--- src/hdl/assert_macros.svh ---
// Assertion macros shared by the grid reachability RTL.
// Each macro expects signals named clk and rst_n in the including scope.
`ifndef ASSERT_MACROS_SVH
`define ASSERT_MACROS_SVH

// Check that cons holds in the same cycle as ante.
`define ASSERT_SAME(lbl, ante, cons) \
    lbl: assert property (@(posedge clk) disable iff (!rst_n) (ante) |-> (cons)) \
        else $error("grid reachability check failed");

// Check that cons holds in the cycle after ante.
`define ASSERT_NEXT(lbl, ante, cons) \
    lbl: assert property (@(posedge clk) disable iff (!rst_n) (ante) |=> (cons)) \
        else $error("grid reachability check failed");

`endif

--- src/hdl/mgr_ram.sv ---
// Generic single-write, single-read RAM with registered read data.
// No dependencies.
module mgr_ram #(
    parameter int WIDTH = 64,
    parameter int DEPTH = 64
) (
    input  logic                     clk,
    input  logic                     we,
    input  logic [$clog2(DEPTH)-1:0] waddr,
    input  logic [WIDTH-1:0]         wdata,
    input  logic [$clog2(DEPTH)-1:0] raddr,
    output logic [WIDTH-1:0]         rdata
);

    logic [WIDTH-1:0] mem_reg [DEPTH];

    // Write port
    always_ff @(posedge clk)
    begin
        if (we)
        begin
            mem_reg[waddr] <= wdata;
        end
    end

    // Registered read port
    always_ff @(posedge clk)
    begin
        rdata <= mem_reg[raddr];
    end

endmodule

--- config.mk ---
export PLATFORM = sky130hd
export DESIGN_NAME = mgr_ram
export DESIGN_NICKNAME = d
export VERILOG_FILES = /design/src/hdl/assert_macros.svh /design/src/hdl/mgr_ram.sv
export SDC_FILE = /design/constraint.sdc
export NUM_CORES = 2
export LEC_CHECK = 0
export ABC_AREA = 0
export BUFFER_PORTS_ARGS = -buffer_cell sky130_fd_sc_hd__buf_4
export CAP_MARGIN = 20
export CORE_UTILIZATION = 50
export CTS_BUF_LIST = sky130_fd_sc_hd__clkbuf_4 sky130_fd_sc_hd__clkbuf_8
export DETAILED_ROUTE_END_ITERATION = 16
export PLACE_DENSITY = 0.65
export SYNTH_ARGS = -nofsm -noshare
export SYNTH_HDL_FRONTEND = slang
export SYNTH_SLANG_ARGS = --single-unit
--- constraint.sdc ---
create_clock -name clk -period 11 [get_ports clk]
set_input_delay 0.55 -clock clk [delete_from_list [all_inputs] [get_ports clk]]
set_output_delay 0.55 -clock clk [all_outputs]
set_load 0.01 [all_outputs]
# Word level (Yosys, flattened, before mapping)
# Memory sizes are Yosys's and may differ from the RTL's. A register that Yosys moved wholly into a read port is not among the register bits.
# Index checks and enable logic that the tools add are counted.
[classes] muxes=2
[ops] cell="1-bit 2-to-1 mux" count=2
[totals] mem_count=1 ram_bits=4096 word_cells=3 reg_bits=0
[memory_table] name="mem_reg" depth=64 width=64 rd=1 rd_clocked_by_memory_dff=1 wr=1 line_no="mgr_ram.sv:15" text="logic [WIDTH-1:0] mem_reg [DEPTH];"

# Logic depth before layout (Yosys ltp)
[depth] word_depth=2 mapped_depth=9

# Worst setup path before layout
# OpenSTA, ideal clock, no wires.
[synth_timing] path_type="input to register" from="input waddr[3]" to="memory mem_reg[48][0], enable pin" path_slack_ps=5014 required_ps=10436 cell_stages=4 n_path_buf=1 setup_time_ps=564 t_arrival_ps=5422 cell_sequence="clkbuf_1 > nor2b_1 > nand4b_1 > nor3_1"
[synth_rtl] item="start, declared" line_no="mgr_ram.sv:9" text="input logic [$clog2(DEPTH)-1:0] waddr,"
[synth_rtl] item="end, declared" line_no="mgr_ram.sv:15"
# Straight into the memory's write port.

# Worst setup path in the final report
[layout_timing] from="input waddr[1]" to="memory mem_reg[35][56], enable pin"
# Straight into the memory's write port.

==> metrics.txt <==
status=complete, no violations; htree depth=6; estimated wirelength of the detail-placed design=223 mm; Detailed Route Iter0 Violations=10409; FP Rows=204; final period utilization=0.339; LEAKAGE=55.7 nW; Final Hold Viols=0; Boundary Pins=142; Post-CTS Setup Bufs=0; DRT Wirelength=428 mm; fill cell count=22383; first-pass GRT wire length=599 mm; MaxCap Viol Count=0; CP required=11.82 ns; CTS Root Cell=clkbuf_8; hold_buf cts=69; crit start category=input pin; max-slew violation count=0; DR vias/cell=6.49; crit end category=flip-flop; Worst-path clk slew=0.06 ns; Post-DRT Antenna Nets=0; Routability Congestion=0.792; clk_skew=0.0495 ns; Yosys Warn Count=0; clk buf depth=4; vias in the first global route=78214; Non-Filler Instances=11950; gr usage total=0.273; Critical Path Fanout Max=28; GRT overflow=0; Cell Area, Synth=156000 um2; Total Nets Final=7362; # clock sinks=4160; fmax=0.268 GHz; Die Wd=561 um; post-synthesis sequential area ratio=0.795; Synth cell types=33; routed via count=77566; Yosys top cell by area=edfxtp_1; Finish-stage setup viols=0; max reg flops=4096; largest net degree at the start of global routing=124; setup_tns=0 ns; initial antenna violation count=34; Die Y=561 um; Post-Syn Nets=6676; Worst-Margin Slew=1.22 ns; register bit total from synthesis=4160; Clock Latency Late Sink=1.24 ns; Inserted Clock Buffers=643; area delta synth->final=13.2%; clock share of power=0.407; TritonRoute pass-1 iters=6; Sw Ratio=0.224; NetSw=7.23 mW; maximum vdd drop=0.000124 V; CTS tree=yes; CP arrival=4.54 ns; part of the power in registers=0.546; synthesized area per cell=23.7 um2; Gate Count Post-Synth=6598; Residual DRC=0; Starting Density=0.505; pwr dens=182 nW/um2; area of the core=310000 um2; kind of critical path=input pin to flip-flop; Hold Path Class=input pin to flip-flop; max_slew headroom=0.184; combinational power share=0.047; PostCTS Resize Cnt=0; top post-synthesis cells by area=edfxtp_1 (79%), mux4_2 (15%), mux2i_1 (0.86%); Port Buf Inserts=141; min Tclk post-route=3.72 ns; routed len/inst=35.8 um; cell-internal power=25.1 mW; die area=315000 um2; RSZ-0062 raised after global routing=false; area fraction of the dominant cell type after synthesis=0.787; layout cell share with drive strength beyond 1=0.323; dpl cells=10687
[area by class of cell]
type / instances / area (um2) / share of cell area
antenna: 16 / 40.0 / 0.000226
sequential: 4160 / 124000 / 0.702
inverter: 19 / 71.3 / 0.000403
multi-input combinational: 2049 / 30800 / 0.174
clock buffer: 908 / 11100 / 0.0628
clock inverter: 267 / 2030 / 0.0114
timing repair buffer: 411 / 3550 / 0.0200
tap: 4120 / 5150 / 0.0291
[cell usage after synthesis (all sizes together)]
| master | n |
|---|---|
| a2bb2oi | 19 |
| nand3b | 2 |
| inv | 19 |
| or3b | 1 |
| nand3 | 45 |
| or3 | 29 |
| and2 | 3 |
| a31o | 1 |
| a41oi | 26 |
| a22o | 88 |
| nand2b | 11 |
| clkbuf | 140 |
| o22ai | 83 |
| nor2b | 28 |
| a22oi | 168 |
| nor2 | 112 |
| dfxtp | 64 |
| a31oi | 18 |
| buf | 230 |
| or2 | 28 |
| mux2i | 135 |
| a211oi | 63 |
| nand4b | 1 |
| nand4 | 2 |
| and3 | 64 |
| o221ai | 38 |
| edfxtp | 4096 |
| nor3 | 2 |
| mux4 | 1024 |
| nand2 | 58 |
[final timing paths]
| check | slack [ns] | endpoint | start | depth (start not counted) |
|---|---|---|---|---|
| max | 7.28 | mem_reg[35][56] | waddr[1] | 7 |
| min | 0.23 | rdata[51] | raddr[2] | 5 |
| max reg2reg | 8.87 | rdata[62] | mem_reg[11][62] | 5 |
| min reg2reg | 0.82 | rdata[32] | mem_reg[47][32] | 4 |
[stage by stage]
step | util | power [mW] | hold slack, ns | cell area (um2) | worst slack [ns]
global route | 0.571 | 33.2 | 0.221 | 177000 | 7.30
global placement | 0.526 | 19.4 | 0.820 | 163000 | 6.58
finish | 0.571 | 32.3 | 0.231 | 177000 | 7.28
CTS | 0.571 | 32.4 | 0.111 | 177000 | 7.39
floorplan | - | 18.8 | 0.649 | 156000 | 5.01
detailed placement | 0.526 | 19.5 | 0.828 | 163000 | 6.55
[cells in the final DEF, fill, tap and decap left out, drive strengths merged, types with 58 or more instances in the layout]
| cell type | n |
|---|---|
| a211oi | 63 |
| edfxtp | 4096 |
| dfxtp | 64 |
| o22ai | 83 |
| a22oi | 168 |
| dlygate4sd3 | 69 |
| mux2i | 135 |
| and3 | 64 |
| nand2 | 58 |
| nor2 | 112 |
| mux4 | 1024 |
| clkbuf | 908 |
| clkinv | 203 |
| buf | 342 |
| inv | 65 |
| a22o | 88 |
[critical path, cell delays in order]
cell and delay, ns:
dlygate4sd3_1 0.66, buf_4 0.21, nor2b_1 0.18, nand3_1 0.60, nor2_4 0.97, buf_4 0.57
buf_4 0.66
[power groups by stage]
stage	logic, mW	registers [mW]	clock network, mW
2_1_floorplan	0.817	17.9	0
3_3_place_gp	1.47	18.0	0
3_5_place_dp	1.49	18.0	0
4_1_cts	1.52	17.6	13.3
5_1_grt	1.60	17.6	13.9
6_report	1.52	17.6	13.1
[logic make-up (layout without fill, tap and decap cells)]
logic type,after synthesis,count (layout),share of synthesized area
multiplexers,1159,1159,0.156
flip-flops,4160,4160,0.795
buffers and inverters,389,1605,0.0118
AO/OA/AOI/OAI,504,504,0.0248
other,0,16,0
AND/OR/NAND/NOR,386,386,0.0124
[per-layer routing]
layer,track usage,wire [um],up-vias
li1,-,-,30010
met1,0.378,162000,42120
met2,0.441,209000,4624
met3,0.0520,43300,802
met4,0.0879,14000,10
met5,0,64,-
Power figures use the tool's default switching activity.
