### config.mk
export PLATFORM = sky130hd
export DESIGN_NAME = mgr_cell
export DESIGN_NICKNAME = d
export VERILOG_FILES = /design/src/hdl/assert_macros.svh /design/src/hdl/mgr_pkg.sv /design/src/hdl/mgr_cell.sv
export SDC_FILE = /design/constraint.sdc
export NUM_CORES = 1
export LEC_CHECK = 0
export BUFFER_PORTS_ARGS = -buffer_cell sky130_fd_sc_hd__clkbuf_2
export CORE_MARGIN = 2
export CORE_UTILIZATION = 34
export DETAILED_ROUTE_END_ITERATION = 7
export PLACE_DENSITY = 0.81
export SYNTH_ARGS = -nofsm -noshare
export SYNTH_HDL_FRONTEND = slang
export SYNTH_SLANG_ARGS = --single-unit
### constraint.sdc
create_clock -name clk -period 1.4 [get_ports clk]
set_clock_uncertainty 0.15 [all_clocks]
set_input_delay 0.07 -clock clk [delete_from_list [all_inputs] [get_ports clk]]
set_output_delay 0.07 -clock clk [all_outputs]
set_load 0.1 [all_outputs]
### src/hdl/assert_macros.svh
// Assertion macros shared by the grid reachability RTL.
// Each macro expects signals named clk and rst_n in the including scope.
`ifndef ASSERT_MACROS_SVH
`define ASSERT_MACROS_SVH

// Check that cons holds in the same cycle as ante.
`define ASSERT_SAME(lbl, ante, cons) \
    lbl: assert property (@(posedge clk) disable iff (!rst_n) (ante) |-> (cons)) \
        else $error("grid reachability check failed");

// Check that cons holds in the cycle after ante.
`define ASSERT_NEXT(lbl, ante, cons) \
    lbl: assert property (@(posedge clk) disable iff (!rst_n) (ante) |=> (cons)) \
        else $error("grid reachability check failed");

`endif

### src/hdl/mgr_pkg.sv
// Shared types and constants of the monotone grid reachability block.
// No dependencies; mgr_in_if, the top level and mgr_cell import this package.
package mgr_pkg;

    // Width of the coordinate fields and of the count registers
    localparam int FIELD_W   = 7;
    localparam int CFG_IDX_W = 1;

    // Configuration register indexes
    localparam logic [CFG_IDX_W-1:0] CFG_ROW_COUNT    = 1'b0;
    localparam logic [CFG_IDX_W-1:0] CFG_COLUMN_COUNT = 1'b1;

    // Count register reset value
    localparam logic [FIELD_W-1:0] COUNT_RESET = 7'd64;

    // Command codes
    localparam logic CMD_WRITE = 1'b0;
    localparam logic CMD_QUERY = 1'b1;

    // Controller states
    typedef enum logic [2:0] {
        ST_IDLE,
        ST_WR_WRITE,
        ST_SWEEP,
        ST_DRAIN,
        ST_FINISH
    } mgr_state_t;

    // Control part of a row token moving down the cell chain
    typedef struct packed {
        logic valid;   // token carries a row
        logic first;   // start row of the query
        logic last;    // goal row of the query
        logic reach;   // reach bit of the left neighbor for this row
        logic ans;     // answer picked up at the goal column
    } mgr_tok_t;

endpackage

### src/hdl/mgr_cell.sv
// One column cell of the reachability chain: holds the column's reach bit
// and passes each row token to the next column through its token register. Uses mgr_pkg.
module mgr_cell
    import mgr_pkg::*;
#(
    parameter int IDX  = 0,
    parameter int COLS = 64
) (
    input  logic                     clk,
    input  logic                     rst_n,
    input  logic [$clog2(COLS)-1:0]  start_col,
    input  logic [$clog2(COLS)-1:0]  goal_col,
    input  mgr_tok_t                 tok_in,
    input  logic [COLS-1:0]          word_in,
    output mgr_tok_t                 tok_out,
    output logic [COLS-1:0]          word_out
);

    localparam int COL_AW = $clog2(COLS);
    localparam logic [COL_AW-1:0] MY_COL = COL_AW'(IDX);

    logic     reach_reg;
    mgr_tok_t tok_reg;
    logic [COLS-1:0] word_reg;
    logic     is_start;
    logic     here;
    mgr_tok_t tok_next;

    // Reach of this cell for the incoming row
    always_comb
    begin
        is_start = tok_in.first && (start_col == MY_COL);
        here     = is_start ||
                   (!word_in[IDX] && ((!tok_in.first && reach_reg) || tok_in.reach));
        tok_next       = tok_in;
        tok_next.reach = here;
        if (tok_in.last && (goal_col == MY_COL))
        begin
            tok_next.ans = here;
        end
    end

    // Hold the reach bit of the most recent row
    always_ff @(posedge clk)
    begin
        if (tok_in.valid)
        begin
            reach_reg <= here;
        end
        word_reg <= word_in;
    end

    // Advance the token to the next column
    always_ff @(posedge clk or negedge rst_n)
    begin
        if (!rst_n)
        begin
            tok_reg <= '0;
        end
        else
        begin
            tok_reg <= tok_next;
        end
    end

    assign tok_out  = tok_reg;
    assign word_out = word_reg;

endmodule
Yosys cells after proc, flatten, opt, wreduce, memory -nomap -nowiden. Index checks and enable logic that the tools add are counted. W data, S select, Z words.

Reductions and logical operators: 10. Mux-type cells: 1.

Operators with widths (count): $logic_not A6 Y1 (2); $logic_and A1 B1 Y1 (4); $logic_not A1 Y1 (2); $logic_or A1 B1 Y1 (2); $mux W1 (1).

Bits of input ports: 83. Logic and storage cells: 18. Flip-flop bits (word level): 70.

Logic depth before layout (Yosys ltp).
Word-level depth: 6. Mapped depth: 4.

Worst setup path after synthesis. Ideal clock, no wire load.

Kind: input port to flip-flop. Start point: in goal_col[2]. End point: reg tok_reg, in the netlist tok_out[0]. Slack: 0.061 ns. Data arrival time: 1.061 ns. Stages on the path: 3. Data required time: 1.122 ns. Cells stage by stage: or4b_4 > nor4_4 > mux2_1.

RTL lines: start, declared (line mgr_cell.sv:12) `input logic [$clog2(COLS)-1:0] goal_col,`; end signal, assigned (line mgr_cell.sv:62) `tok_reg <= tok_next;`; end, declared (line mgr_cell.sv:23) `mgr_tok_t tok_reg;`.

Worst setup path after layout.
Start point: reg word_reg[55] (netlist: word_out[55]). End point: out word_out[55].

RTL lines: start, declared (line mgr_cell.sv:24) `logic [COLS-1:0] word_reg;`; start signal, assigned (line mgr_cell.sv:50) `word_reg <= word_in;`; end, declared (line mgr_cell.sv:16) `output logic [COLS-1:0] word_out`.

No word-level cell between the ends.

==> impl_metrics.yaml <==
run_status:
  status: "finished clean"
route:
  first_iter_violations: 36
  drc_errors: 0
  wirelength_um: 5210
  dr.pass1.iters: 4
  vias: 1532
  wl_per_cell_um: 13.8
  via_per_inst: 4.06
  drtAntennaViolNets: 0
critical_path:
  cp.required_ns: 1.18
  crit_chain: "clkbuf_2"
  start_kind: "flop"
  end_kind: "output pin"
  reg2reg_to: "tok_out[0]"
  critPathMaxStageDelay_ns: 0.47
  cp_max_fo: 1
  cp.arrival_ns: 1.13
  ff2ff_path_depth: 3
  worstPathBufferInverterCount: 1
  critical-path-top-delay-family: "buffers and inverters"
  crit_type: "flop to output pin"
  crit_path_top_delay_cell: "clkbuf_2"
  r2r-start: "reach_reg"
  reg2reg_setup_slack_ns: 0.21
cts:
  cts.repair.resized: 0
  cts_root_buf: "clkbuf_8"
  cts.sinks: 70
  clkLatencyLatePin_ns: 0.33
  cts_htree_levels: 3
  path_clk_slew_ns: 0.07
  clock_path_buffers: 2
  cts_inserted_buffers: 9
  cts_tree: "built"
synth:
  syn-cell-area_sq_um: 1510
  synth.avg_cell_area_sq_um: 19.1
  synthCells: 79
  ys_seq_elements: 70
  synth_nets: 162
  ys_types: 12
  yosys_warnings: 0
  seq_area_frac_synth_pct: 95.0
place:
  placed_cell_area_sq_um: 2360
  post-place-ws_ns: -0.0747
  gp_congestion: 0.707
  dp_cells: 282
  dp_hpwl_um: 3000
  portBuffers: 151
flow_run:
  maxCapViolations: 0
power_and_ir_drop:
  power_density_nw_per_um2: 1490
  cellLeakagePower_nw: 1.71
  ir_drop_mv: 0.853
sta:
  grt_setup_unrepaired: "no"
  setup-violations-final: 0
  period_minus_slack_ns: 1.35
  max_freq_mhz: 743
  period_share_pct: 96.1
  setup_ws_ns: 0.0547
  tightest_slew_ns: 0.564
  hold_violations: 0
  drv_slew: 0
  max_slew_margin_pct: 62.5
global_routing:
  grt.total_usage_pct: 21.7
  grt_pass1_wl_um: 7960
  gr-total-overflow: 0
  antenna_found_initial: 0
  grt_max_degree: 12
  grt_pass1_vias: 1755
min_path:
  hold_end: "tok_out[0]"
  hp-class: "input pin to flop"
  hp-start: "goal_col[4]"
  whs_path_depth: 4
cells_and_area:
  area_growth_pct: 123
  drive_gt1_share_pct: 51.7
  n_antenna_cell: 0
  fin_nets: 404
  layout.cells.non_filler: 377
  fin_area_sq_um: 3370
  largest_reg_flops: 64
floorplan:
  core-area_sq_um: 4320
  io_pins: 152
  die_h_um: 70.7
  die_w_um: 70.7
  initial_core_util_pct: 35.0
  rows: 24
  dieArea_sq_um: 4990
==> area by class of cell <==
type / instances / area, sq um
fillers: 279 / 950
inverters: 1 / 3.75
multi-input cells: 8 / 71.3
clock inverters: 3 / 40.0
repair buffers: 231 / 1580
clock buffers: 12 / 176
well taps: 52 / 65.1
flip-flops and latches: 70 / 1440
==> worst max path at each step <==
stage	from	endpoint	slack [ns]	cells past startpoint
global placement	goal_col[2]	tok_out[0]	-0.04	4
CTS	word_out[33]	word_out[33]	0.05	1
finish	word_out[55]	word_out[55]	0.05	1
floorplan	goal_col[2]	tok_out[0]	0.06	3
global route	word_out[55]	word_out[55]	0.005	1
detailed placement	goal_col[2]	tok_out[0]	-0.07	4
==> timing repair <==
item / 4_1_cts / 5_1_grt
buffers inserted: 0 / 0
hold endpoints to repair: 76 / 0
hold buffers: 80 / 0
endpoints found under the setup margin: 0 / 0
==> metrics by stage <==
stage | total power (W) | hold WS (ns) | TNS (ns) | util, %
finish | 0.00503 | 0.0367 | 0 | 78.0
global route | 0.00521 | 0.0369 | 0 | 78.0
CTS | 0.00507 | 0.0251 | 0 | 78.0
detailed placement | 0.00320 | -0.256 | -0.0747 | 54.5
global placement | 0.00319 | -0.260 | -0.0392 | 54.5
floorplan | 0.00296 | -0.376 | 0 | -
==> power breakdown <==
group	switching [W]	leakage (nW)	total, W	internal (W)
clock	0.000682	0.113	0.00169	0.00101
sequential	0.0000308	0.609	0.00214	0.00211
combinational	0.000898	0.990	0.00120	0.000303
==> per-layer routing <==
| layer | part of all wire [%] | global-route usage, % | vias to the layer above | wire (um) |
|---|---|---|---|---|
| met3 | 9.3 | 11.0 | 10 | 487 |
| met1 | 31 | 18.2 | 695 | 1620 |
| met5 | 0 | 0 | - | 0 |
| li1 | - | - | 737 | - |
| met4 | 1.5 | 8.39 | 0 | 80 |
| met2 | 58 | 42.3 | 90 | 3030 |
==> cell families (layout without fill, tap and decap cells) <==
kind of cell | count (synthesis) | count (layout) | share of synthesized area [%]
muxes | 1 | 1 | 0.745
DFF | 70 | 70 | 95.0
buffers and inverters | 1 | 247 | 0.248
and+or+nand+nor | 5 | 5 | 3.31
AOI/OAI and AO/OA | 2 | 2 | 0.662
==> Yosys cell counts <==
cell type	count	share of area (%)
a21oi_1	1	0.33
dfrtp_1	5	8.3
dfxtp_1	64	85
edfxtp_1	1	2.0
inv_1	1	0.25
mux2_1	1	0.74
nand3_1	1	0.33
nor2_1	1	0.25
nor4_1	1	0.41
nor4_4	1	1.4
o21ai_1	1	0.33
or4b_4	1	0.91
==> placed cells by master (no fill, tap or decap), drive strengths merged, types with 2 or more instances in the layout <==
cell         instances
dlygate4sd3         80
clkinv               2
nor4                 2
dfxtp               64
dfrtp                5
buf                 10
clkbuf             153
No activity file was read; power rests on OpenSTA's default activity.
